$ cat config.mk
export PLATFORM = sky130hd
export DESIGN_NAME = banked_register_file_indirect_unit_flat
export DESIGN_NICKNAME = d
export VERILOG_FILES = /design/src/hdl/brfi_pkg.sv /design/src/hdl/brfi_req_if.sv /design/src/hdl/brfi_rsp_if.sv /design/src/hdl/brfi_ram.sv /design/src/hdl/banked_register_file_indirect_unit.sv /design/src/flat_wrapper.sv
export VERILOG_INCLUDE_DIRS = /design/src /design/src/hdl
export SDC_FILE = /design/constraint.sdc
export NUM_CORES = 2
export LEC_CHECK = 0
export BUFFER_PORTS_ARGS = -buffer_cell sky130_fd_sc_hd__buf_2
export CAP_MARGIN = 20
export CORE_MARGIN = 3
export CORE_UTILIZATION = 40
export DETAILED_ROUTE_END_ITERATION = 7
export GPL_ROUTABILITY_DRIVEN = 0
export SYNTH_ARGS = -nofsm -noshare
export SYNTH_HDL_FRONTEND = slang
export SYNTH_SLANG_ARGS = --single-unit
$ cat constraint.sdc
create_clock -name clock -period 5.1 [get_ports clock]
set_clock_uncertainty 0.1 [all_clocks]
set_input_delay 0.255 -clock clock [delete_from_list [all_inputs] [get_ports clock]]
set_output_delay 0.255 -clock clock [all_outputs]
set_load 0.01 [all_outputs]
$ cat src/hdl/assert_macros.svh
// assertion macros shared by the register file rtl
// expects signals named clock and reset in the including scope
`ifndef ASSERT_MACROS_SVH
`define ASSERT_MACROS_SVH

// same-cycle implication, disabled while reset is high
`define ASSERT_SAME(label, ante, cons, msg) \
   label: assert property (@(posedge clock) disable iff (reset) (ante) |-> (cons)) \
      else $error(msg);

// next-cycle implication, disabled while reset is high
`define ASSERT_NEXT(label, ante, cons, msg) \
   label: assert property (@(posedge clock) disable iff (reset) (ante) |=> (cons)) \
      else $error(msg);

`endif

$ cat src/hdl/brfi_pkg.sv
// shared constants, types and helper functions of the banked register file
// no dependencies
package brfi_pkg;

   localparam int BANK_DEPTH = 64;
   localparam int RAM_DEPTH  = 2 * BANK_DEPTH;
   localparam int RAM_AW     = $clog2(RAM_DEPTH);

   typedef logic [RAM_AW-1:0] ram_addr_type;
   typedef logic [7:0]        byte_type;
   typedef logic [8:0]        ratio_type;

   // request codes
   localparam logic [2:0] REQ_READ   = 3'd0;
   localparam logic [2:0] REQ_WRITE  = 3'd1;
   localparam logic [2:0] REQ_STATUS = 3'd2;
   localparam logic [2:0] REQ_INTCON = 3'd3;
   localparam logic [2:0] REQ_OPTION = 3'd4;

   // special register offsets
   localparam byte_type OFS_INDIRECT = 8'h00;
   localparam byte_type OFS_OPTION   = 8'h01;
   localparam byte_type OFS_STATUS   = 8'h03;
   localparam byte_type OFS_FSR      = 8'h04;
   localparam byte_type OFS_INTCON   = 8'h0B;

   localparam int RP0_BIT      = 5;
   localparam int PSA_BIT      = 3;
   localparam int FSR_BANK_BIT = 7;

   localparam ratio_type PRESCALE_RESET = 9'd2;

   function automatic ratio_type prescale_decode(input logic [2:0] sel, input logic psa);
      ratio_type ratio;
      if (psa) begin
         ratio = 9'd1 << sel;
      end else begin
         ratio = 9'd2 << sel;
      end
      return ratio;
   endfunction

   function automatic byte_type apply_bits(input byte_type value, input byte_type mask,
                                           input logic set);
      byte_type result;
      if (set) begin
         result = value | mask;
      end else begin
         result = value & ~mask;
      end
      return result;
   endfunction

endpackage

$ cat src/hdl/brfi_req_if.sv
// request channel of the banked register file: valid/ready plus request payload
// no dependencies
interface brfi_req_if;
   logic       valid;
   logic       ready;
   logic [2:0] req_type;
   logic [7:0] reg_addr;
   logic [7:0] write_data;
   logic [7:0] bit_mask;
   logic       bit_value;

   modport source (
      output valid, req_type, reg_addr, write_data, bit_mask, bit_value,
      input  ready
   );
   modport sink (
      input  valid, req_type, reg_addr, write_data, bit_mask, bit_value,
      output ready
   );
endinterface

$ cat src/hdl/brfi_rsp_if.sv
// response channel of the banked register file: valid/ready plus result payload
// no dependencies
interface brfi_rsp_if;
   logic       valid;
   logic       ready;
   logic [7:0] read_data;
   logic [7:0] status_byte;
   logic [7:0] intcon_byte;
   logic [7:0] option_byte;
   logic [8:0] prescale_ratio;

   modport source (
      output valid, read_data, status_byte, intcon_byte, option_byte, prescale_ratio,
      input  ready
   );
   modport sink (
      input  valid, read_data, status_byte, intcon_byte, option_byte, prescale_ratio,
      output ready
   );
endinterface

$ cat src/hdl/brfi_ram.sv
// generic single-write, single-read synchronous ram with registered read data
// no dependencies
module brfi_ram #(
   parameter int WIDTH = 8,
   parameter int DEPTH = 128
) (
   input  logic                     clock,
   input  logic                     wr_en,
   input  logic [$clog2(DEPTH)-1:0] wr_addr,
   input  logic [WIDTH-1:0]         wr_data,
   input  logic                     rd_en,
   input  logic [$clog2(DEPTH)-1:0] rd_addr,
   output logic [WIDTH-1:0]         rd_data
);

   logic [WIDTH-1:0] mem_ff [DEPTH];
   logic [WIDTH-1:0] rd_data_ff;

   always_ff @(posedge clock) begin
      if (wr_en) begin
         mem_ff[wr_addr] <= wr_data;
      end
      if (rd_en) begin
         rd_data_ff <= mem_ff[rd_addr];
      end
   end

   assign rd_data = rd_data_ff;

endmodule

$ cat src/hdl/banked_register_file_indirect_unit.sv
// Two-bank byte register file with indirect access through FSR and a timer prescale
// ratio. Each request beat is accepted, then makes one access to the synchronous
// register RAM (registered read data), then the response beat is loaded into the
// output register; the next request is accepted once that register is free or being
// taken. STATUS, FSR, INTCON and OPTION live in flops next to the RAM; RAM entries
// carry valid bits cleared by reset, so no clearing pass is needed after reset.
// depends on brfi_pkg, brfi_req_if, brfi_rsp_if, brfi_ram and assert_macros.svh
`include "assert_macros.svh"

module banked_register_file_indirect_unit
   import brfi_pkg::*;
(
   input  logic          clock,
   input  logic          reset,
   brfi_req_if.sink      req_bus,
   brfi_rsp_if.source    rsp_bus
);

   localparam logic [1:0] S_IDLE = 2'd0;
   localparam logic [1:0] S_EXEC = 2'd1;
   localparam logic [1:0] S_RESP = 2'd2;

   logic [1:0]     state_ff, state_in;

   logic [2:0]     op_ff;
   byte_type       addr_ff, data_ff, mask_ff;
   logic           val_ff;

   byte_type       status_ff, status_in;
   byte_type       fsr0_ff, fsr0_in, fsr1_ff, fsr1_in;
   byte_type       intcon0_ff, intcon0_in, intcon1_ff, intcon1_in;
   byte_type       option_ff, option_in;
   ratio_type      prescale_ff, prescale_in;
   logic [RAM_DEPTH-1:0] valid_ff, valid_in;

   logic           use_ram_ff, use_ram_in;
   logic           hit_ff, hit_in;
   byte_type       spec_ff, spec_in;

   logic           rsp_valid_ff, rsp_valid_in;
   byte_type       rsp_read_ff, rsp_status_ff, rsp_intcon_ff, rsp_option_ff;
   ratio_type      rsp_ratio_ff;

   logic           accept;
   logic           rp0;
   byte_type       cur_fsr;
   logic           indirect;
   logic           bank;
   byte_type       ofs;
   logic           in_range;
   ram_addr_type   ram_addr;
   logic           ram_we;
   byte_type       ram_q;
   byte_type       intcon_bits;

   assign accept        = req_bus.valid && req_bus.ready;
   assign req_bus.ready = !reset && (state_ff == S_IDLE) && (!rsp_valid_ff || rsp_bus.ready);

   // address resolution
   assign rp0      = status_ff[RP0_BIT];
   assign cur_fsr  = rp0 ? fsr1_ff : fsr0_ff;
   assign indirect = (addr_ff == OFS_INDIRECT);
   assign bank     = indirect ? cur_fsr[FSR_BANK_BIT] : rp0;
   assign ofs      = indirect ? {1'b0, cur_fsr[6:0]} : addr_ff;
   assign in_range = ({1'b0, ofs} < 9'(BANK_DEPTH));
   assign ram_addr = bank ? RAM_AW'(ofs) + RAM_AW'(BANK_DEPTH) : RAM_AW'(ofs);

   assign ram_we = (state_ff == S_EXEC) && (op_ff == REQ_WRITE) && in_range
                   && (ofs != OFS_STATUS);
   assign intcon_bits = apply_bits(intcon0_ff, mask_ff, val_ff);

   brfi_ram #(
      .WIDTH (8),
      .DEPTH (RAM_DEPTH)
   ) u_ram (
      .clock   (clock),
      .wr_en   (ram_we),
      .wr_addr (ram_addr),
      .wr_data (data_ff),
      .rd_en   (state_ff == S_EXEC),
      .rd_addr (ram_addr),
      .rd_data (ram_q)
   );

   always_comb begin
      state_in     = state_ff;
      status_in    = status_ff;
      fsr0_in      = fsr0_ff;
      fsr1_in      = fsr1_ff;
      intcon0_in   = intcon0_ff;
      intcon1_in   = intcon1_ff;
      option_in    = option_ff;
      prescale_in  = prescale_ff;
      valid_in     = valid_ff;
      use_ram_in   = use_ram_ff;
      hit_in       = hit_ff;
      spec_in      = spec_ff;
      rsp_valid_in = rsp_valid_ff && !rsp_bus.ready;

      unique case (state_ff)
         S_IDLE: begin
            if (accept) begin
               state_in = S_EXEC;
            end
         end
         S_EXEC: begin
            state_in   = S_RESP;
            use_ram_in = 1'b0;
            hit_in     = valid_ff[ram_addr];
            spec_in    = 8'h00;
            unique case (op_ff)
               REQ_READ: begin
                  if (in_range) begin
                     if (ofs == OFS_STATUS) begin
                        spec_in = status_ff;
                     end else if (ofs == OFS_FSR) begin
                        spec_in = bank ? fsr1_ff : fsr0_ff;
                     end else if (ofs == OFS_INTCON) begin
                        spec_in = bank ? intcon1_ff : intcon0_ff;
                     end else if (ofs == OFS_OPTION && bank) begin
                        spec_in = option_ff;
                     end else begin
                        use_ram_in = 1'b1;
                     end
                  end
               end
               REQ_WRITE: begin
                  // tmr0 write reloads the ratio from the current option
                  if (ofs == OFS_OPTION && !rp0) begin
                     prescale_in = prescale_decode(option_ff[2:0], option_ff[PSA_BIT]);
                  end
                  if (ofs == OFS_STATUS) begin
                     status_in = data_ff;
                  end else if (in_range) begin
                     valid_in[ram_addr] = 1'b1;
                     if (ofs == OFS_FSR) begin
                        if (bank) begin
                           fsr1_in = data_ff;
                        end else begin
                           fsr0_in = data_ff;
                        end
                     end
                     if (ofs == OFS_INTCON) begin
                        if (bank) begin
                           intcon1_in = data_ff;
                        end else begin
                           intcon0_in = data_ff;
                        end
                     end
                     if (ofs == OFS_OPTION && bank) begin
                        option_in = data_ff;
                        if (rp0 && (option_ff[1:0] != data_ff[1:0])) begin
                           prescale_in = prescale_decode({1'b0, data_ff[1:0]},
                                                         data_ff[PSA_BIT]);
                        end
                     end
                  end
               end
               REQ_STATUS: begin
                  status_in = apply_bits(status_ff, mask_ff, val_ff);
               end
               REQ_INTCON: begin
                  intcon0_in = intcon_bits;
                  intcon1_in = intcon_bits;
               end
               REQ_OPTION: begin
                  option_in = apply_bits(option_ff, mask_ff, val_ff);
               end
               default: begin
               end
            endcase
         end
         S_RESP: begin
            state_in     = S_IDLE;
            rsp_valid_in = 1'b1;
         end
         default: begin
            state_in = S_IDLE;
         end
      endcase
   end

   always_ff @(posedge clock) begin
      if (reset) begin
         state_ff     <= S_IDLE;
         status_ff    <= 8'h00;
         fsr0_ff      <= 8'h00;
         fsr1_ff      <= 8'h00;
         intcon0_ff   <= 8'h00;
         intcon1_ff   <= 8'h00;
         option_ff    <= 8'h00;
         prescale_ff  <= PRESCALE_RESET;
         valid_ff     <= '0;
         rsp_valid_ff <= 1'b0;
      end else begin
         state_ff     <= state_in;
         status_ff    <= status_in;
         fsr0_ff      <= fsr0_in;
         fsr1_ff      <= fsr1_in;
         intcon0_ff   <= intcon0_in;
         intcon1_ff   <= intcon1_in;
         option_ff    <= option_in;
         prescale_ff  <= prescale_in;
         valid_ff     <= valid_in;
         rsp_valid_ff <= rsp_valid_in;
      end
   end

   // payload registers
   always_ff @(posedge clock) begin
      use_ram_ff <= use_ram_in;
      hit_ff     <= hit_in;
      spec_ff    <= spec_in;
      if (accept) begin
         op_ff   <= req_bus.req_type;
         addr_ff <= req_bus.reg_addr;
         data_ff <= req_bus.write_data;
         mask_ff <= req_bus.bit_mask;
         val_ff  <= req_bus.bit_value;
      end
      if (state_ff == S_RESP) begin
         rsp_read_ff   <= use_ram_ff ? (hit_ff ? ram_q : 8'h00) : spec_ff;
         rsp_status_ff <= status_ff;
         rsp_intcon_ff <= status_ff[RP0_BIT] ? intcon1_ff : intcon0_ff;
         rsp_option_ff <= option_ff;
         rsp_ratio_ff  <= prescale_ff;
      end
   end

   assign rsp_bus.valid          = rsp_valid_ff;
   assign rsp_bus.read_data      = rsp_read_ff;
   assign rsp_bus.status_byte    = rsp_status_ff;
   assign rsp_bus.intcon_byte    = rsp_intcon_ff;
   assign rsp_bus.option_byte    = rsp_option_ff;
   assign rsp_bus.prescale_ratio = rsp_ratio_ff;

   `ASSERT_NEXT(a_accept_exec, accept, state_ff == S_EXEC, "accepted beat did not start access")
   `ASSERT_NEXT(a_resp_valid, state_ff == S_RESP, rsp_valid_ff, "response beat not presented")
   `ASSERT_SAME(a_slot_free, state_ff == S_RESP, !rsp_valid_ff, "response slot still occupied")
   `ASSERT_SAME(a_ratio_pow2, 1'b1, $onehot(prescale_ff), "prescale ratio not a power of two")

endmodule
$ cat src/flat_wrapper.sv
// flat-port wrapper written by rule: the top's interface ports become plain ports
module banked_register_file_indirect_unit_flat import brfi_pkg::*;
  (clock, reset, req_bus_valid, req_bus_req_type, req_bus_reg_addr, req_bus_write_data, req_bus_bit_mask, req_bus_bit_value, req_bus_ready, rsp_bus_valid, rsp_bus_read_data, rsp_bus_status_byte, rsp_bus_intcon_byte, rsp_bus_option_byte, rsp_bus_prescale_ratio, rsp_bus_ready);
  brfi_req_if req_bus_i ();
  brfi_rsp_if rsp_bus_i ();
  input  logic clock;
  input  logic reset;
  input wire logic [$bits(req_bus_i.valid)-1:0] req_bus_valid;
  input wire logic [$bits(req_bus_i.req_type)-1:0] req_bus_req_type;
  input wire logic [$bits(req_bus_i.reg_addr)-1:0] req_bus_reg_addr;
  input wire logic [$bits(req_bus_i.write_data)-1:0] req_bus_write_data;
  input wire logic [$bits(req_bus_i.bit_mask)-1:0] req_bus_bit_mask;
  input wire logic [$bits(req_bus_i.bit_value)-1:0] req_bus_bit_value;
  output wire logic [$bits(req_bus_i.ready)-1:0] req_bus_ready;
  output wire logic [$bits(rsp_bus_i.valid)-1:0] rsp_bus_valid;
  output wire logic [$bits(rsp_bus_i.read_data)-1:0] rsp_bus_read_data;
  output wire logic [$bits(rsp_bus_i.status_byte)-1:0] rsp_bus_status_byte;
  output wire logic [$bits(rsp_bus_i.intcon_byte)-1:0] rsp_bus_intcon_byte;
  output wire logic [$bits(rsp_bus_i.option_byte)-1:0] rsp_bus_option_byte;
  output wire logic [$bits(rsp_bus_i.prescale_ratio)-1:0] rsp_bus_prescale_ratio;
  input wire logic [$bits(rsp_bus_i.ready)-1:0] rsp_bus_ready;
  assign req_bus_i.valid = req_bus_valid;
  assign req_bus_i.req_type = req_bus_req_type;
  assign req_bus_i.reg_addr = req_bus_reg_addr;
  assign req_bus_i.write_data = req_bus_write_data;
  assign req_bus_i.bit_mask = req_bus_bit_mask;
  assign req_bus_i.bit_value = req_bus_bit_value;
  assign req_bus_ready = req_bus_i.ready;
  assign rsp_bus_valid = rsp_bus_i.valid;
  assign rsp_bus_read_data = rsp_bus_i.read_data;
  assign rsp_bus_status_byte = rsp_bus_i.status_byte;
  assign rsp_bus_intcon_byte = rsp_bus_i.intcon_byte;
  assign rsp_bus_option_byte = rsp_bus_i.option_byte;
  assign rsp_bus_prescale_ratio = rsp_bus_i.prescale_ratio;
  assign rsp_bus_i.ready = rsp_bus_ready;
  banked_register_file_indirect_unit u_core (.clock(clock), .reset(reset), .req_bus(req_bus_i), .rsp_bus(rsp_bus_i));
endmodule
==> out/summary.txt <==
met3 usage: 4.22%
final wirelength: 148000 µm
Resized cells post-CTS: 0
share of flip-flops with an asynchronous set or reset: 0%
pwr dens: 378 nW/µm²
storage element area: 37100 µm²
register area share after synthesis: 72.1%
fraction of the mapped netlist area in adder cells: 0.0972%
Via-to-Cell Ratio: 5.69
post-synthesis xor/xnor area fraction: 0.0681%
vias in the first global route: 31400
die footprint: 133000 µm²
Tightest Pin Transition: 1.13 ns
layout cells sized above 1: 14.1%
detailed-route DRC error count: 0
Num Clock Sinks: 1299
Worst setup EP type: flop
die width: 365 µm
Worst setup SP type: flop
Post-Layout Cell Count: 5780
largest net degree at the start of global routing: 140
Final ANT Viol Nets: 0
part of the power in registers: 51.3%
Critical Path RT: 5.49 ns
TritonCTS buffer count: 136
power consumption: 22500 µW
Synth area leaders: edfxtp_1, dfxtp_1, nand2_1
Max-slew headroom: 24.6%
final hold viol count: 0
Post-synth top flop: edfxtp_1
P_int: 17700 µW
Die Y: 365 µm
Seq cells post-synth: 1299
max cap viols: 0
Layout Nets: 4053
crit path time final: 4.56 ns
CP bufs+invs: 3
drt first pass iters: 5
met1 Use GR: 30.0%
DP HPWL: 88900 µm
clock share of power: 44.6%
crit-path max FO: 115
Synth Area per Inst: 13.5 µm²
Initial Utilization: 40.6%
Worst EP arrival: 4.96 ns
Ys Warns: 0
Tightest Hold Check Type: primary input to flop
Port Buf Inserts: 74
# setup viols final: 0
GR Util All Layers: 22.0%
mux contribution to synthesized area: 5.82%
via count: 32900
Worst VDD drop: 0.000331 V
Peak Freq: 219 MHz
Setup CP Type: flop to flop
Post-CTS Setup Inserts: 0
initial antenna violation count: 2
family with the most delay on the worst path: compound AO/OA/AOI/OAI gates
Max stage delay on crit path: 0.62 ns
Synth top cells by count: edfxtp_1, nand2_1, nor2_1
mapped cell area: 51500 µm²
htree depth: 4
switch share: 21.4%
Core ar.: 127000 µm²
Tcrit/Tclk final: 89.5%
leading area contributor after synthesis: edfxtp_1
Psw: 4820 µW
fillers: 10900
R2R setup slack: 0.54 ns
Multi-input gate area: 13400 µm²
area grow syn2layout: 15.9%
First DRT Iteration DRCs: 3530
CTS tree: yes
Synth Area in Simple Gates: 11.3%
Cells after Synth: 3808
Setup TNS Final: 0 ns
Synth top area share: 64.8%
GRT Max-Usage Layer: met2
static leakage: 0.0202 µW
Post-Route Utilization: 47.1%
Slew Limit Fails: 0
cell with the most instances after synthesis: edfxtp_1
Reg clk slew, reported paths: 0.07 ns
largest family of logic cells by synthesized area: simple AND/OR/NAND/NOR gates
Synth Area in Compound Gates: 8.30%
CTS hold repair buffers: 31
first-pass GRT wire length: 216000 µm
CP Cell Sequence: nor4_4, buf_4, a31o_4, buf_12, mux2i_1, o22ai_1, a221oi_1, o22ai_1, nor3_1, buf_4, nand4_1
Comb pwr share: 4.1%
worst skew pair latency: 0.76 ns
Hold Slack: 0.107 ns
# IOs: 75
Post-synth EDFFs: 1111
clk buf depth: 3
wire per inst: 25.6 µm
CTS root buffer: clkbuf_16
status: complete, no violations
Crit-path slowest cell: edfxtp_1
grt met2 use: 34.6%
row cnt: 130
placed instance count: 5497
Cell variety after synth: 81
grt ovf: 0
RSZ-0062 raised after global routing: no
==> cell type report <==
| type | instances | area share (%) |
|---|---|---|
| Sequential cell | 1299 | 62.2 |
| Multi-Input combinational cell | 2250 | 22.4 |
| Clock buffer | 186 | 6.47 |
| Timing Repair Buffer | 295 | 4.03 |
| Tap cell | 1650 | 3.46 |
| Clock inverter | 63 | 1.16 |
| Inverter | 35 | 0.220 |
| Antenna cell | 2 | 0.00839 |
==> flip-flops by register name, indices dropped and copies added, names as in the netlist, named ones only <==
register                       count
u_core.addr_ff                     8
u_core.data_ff                     8
u_core.fsr0_ff                     8
u_core.fsr1_ff                     8
u_core.hit_ff                      1
u_core.intcon0_ff                  8
u_core.intcon1_ff                  8
u_core.mask_ff                     8
u_core.op_ff                       3
u_core.prescale_ff                 9
u_core.rsp_bus.intcon_byte         8
u_core.rsp_bus.option_byte         8
u_core.rsp_bus.prescale_ratio      9
u_core.rsp_bus.read_data           8
u_core.rsp_bus.status_byte         8
u_core.rsp_bus.valid               1
u_core.spec_ff                     8
u_core.state_ff                    2
u_core.u_ram.mem_ff             1024
u_core.u_ram.rd_data               8
u_core.use_ram_ff                  1
u_core.val_ff                      1
u_core.valid_ff                  128
==> per-stage QoR <==
| stage | worst slack [ns] | area (µm²) |
|---|---|---|
| floorplan | 1.56 | 51500 |
| global placement | 0.718 | 54700 |
| detailed placement | 0.675 | 54800 |
| CTS | 0.647 | 59600 |
| global route | 0.311 | 59600 |
| finish | 0.538 | 59600 |
==> cell families (layout without fill, tap and decap cells) <==
| group | after synthesis | in the layout |
|---|---|---|
| DFF | 1299 | 1299 |
| muxes | 250 | 250 |
| AOI/OAI and AO/OA | 603 | 603 |
| adders and majority gates | 4 | 4 |
| other | 1 | 18 |
| xor gates and xnor gates | 4 | 4 |
| and+or+nand+nor | 1373 | 1373 |
| buffers and inverters | 274 | 579 |
==> layer usage <==
metal,vias to the layer above,part of all wire (%)
met3,289,8.0
li1,14700,-
met1,16500,42
met2,1459,46
met4,0,3.9
met5,-,0
==> power groups by stage <==
| stage | clock (µW) | sequential, µW | combinational [µW] |
|---|---|---|---|
| after floorplan | 0 | 11800 | 461 |
| after global placement | 0 | 11800 | 898 |
| after detailed placement | 0 | 11800 | 903 |
| after CTS | 10200 | 11600 | 926 |
| after global routing | 10600 | 11600 | 984 |
| final | 10100 | 11600 | 927 |
==> placed cells by master, fill, tap and decap left out, types with 42 or more instances in the layout <==
| master | n |
|---|---|
| a221oi_1 | 61 |
| dfxtp_1 | 188 |
| a211oi_1 | 42 |
| buf_4 | 165 |
| clkbuf_16 | 141 |
| mux2i_1 | 187 |
| nand2_1 | 608 |
| nor2_1 | 476 |
| edfxtp_1 | 1111 |
| nand3_1 | 121 |
| o22ai_1 | 68 |
| o21ai_0 | 64 |
| a21oi_1 | 138 |
| buf_2 | 73 |
==> path summary, 6_finish.rpt <==
check                        start                                to  depth (start not counted)
max              u_core.addr_ff[1]                     u_core.hit_ff                         11
min            req_bus_bit_mask[4]                 u_core.mask_ff[4]                          2
max reg2reg      u_core.addr_ff[1]                     u_core.hit_ff                         11
min reg2reg  u_core.prescale_ff[5]  u_core.rsp_bus.prescale_ratio[5]                          0
(Power assumes the default switching activity.)
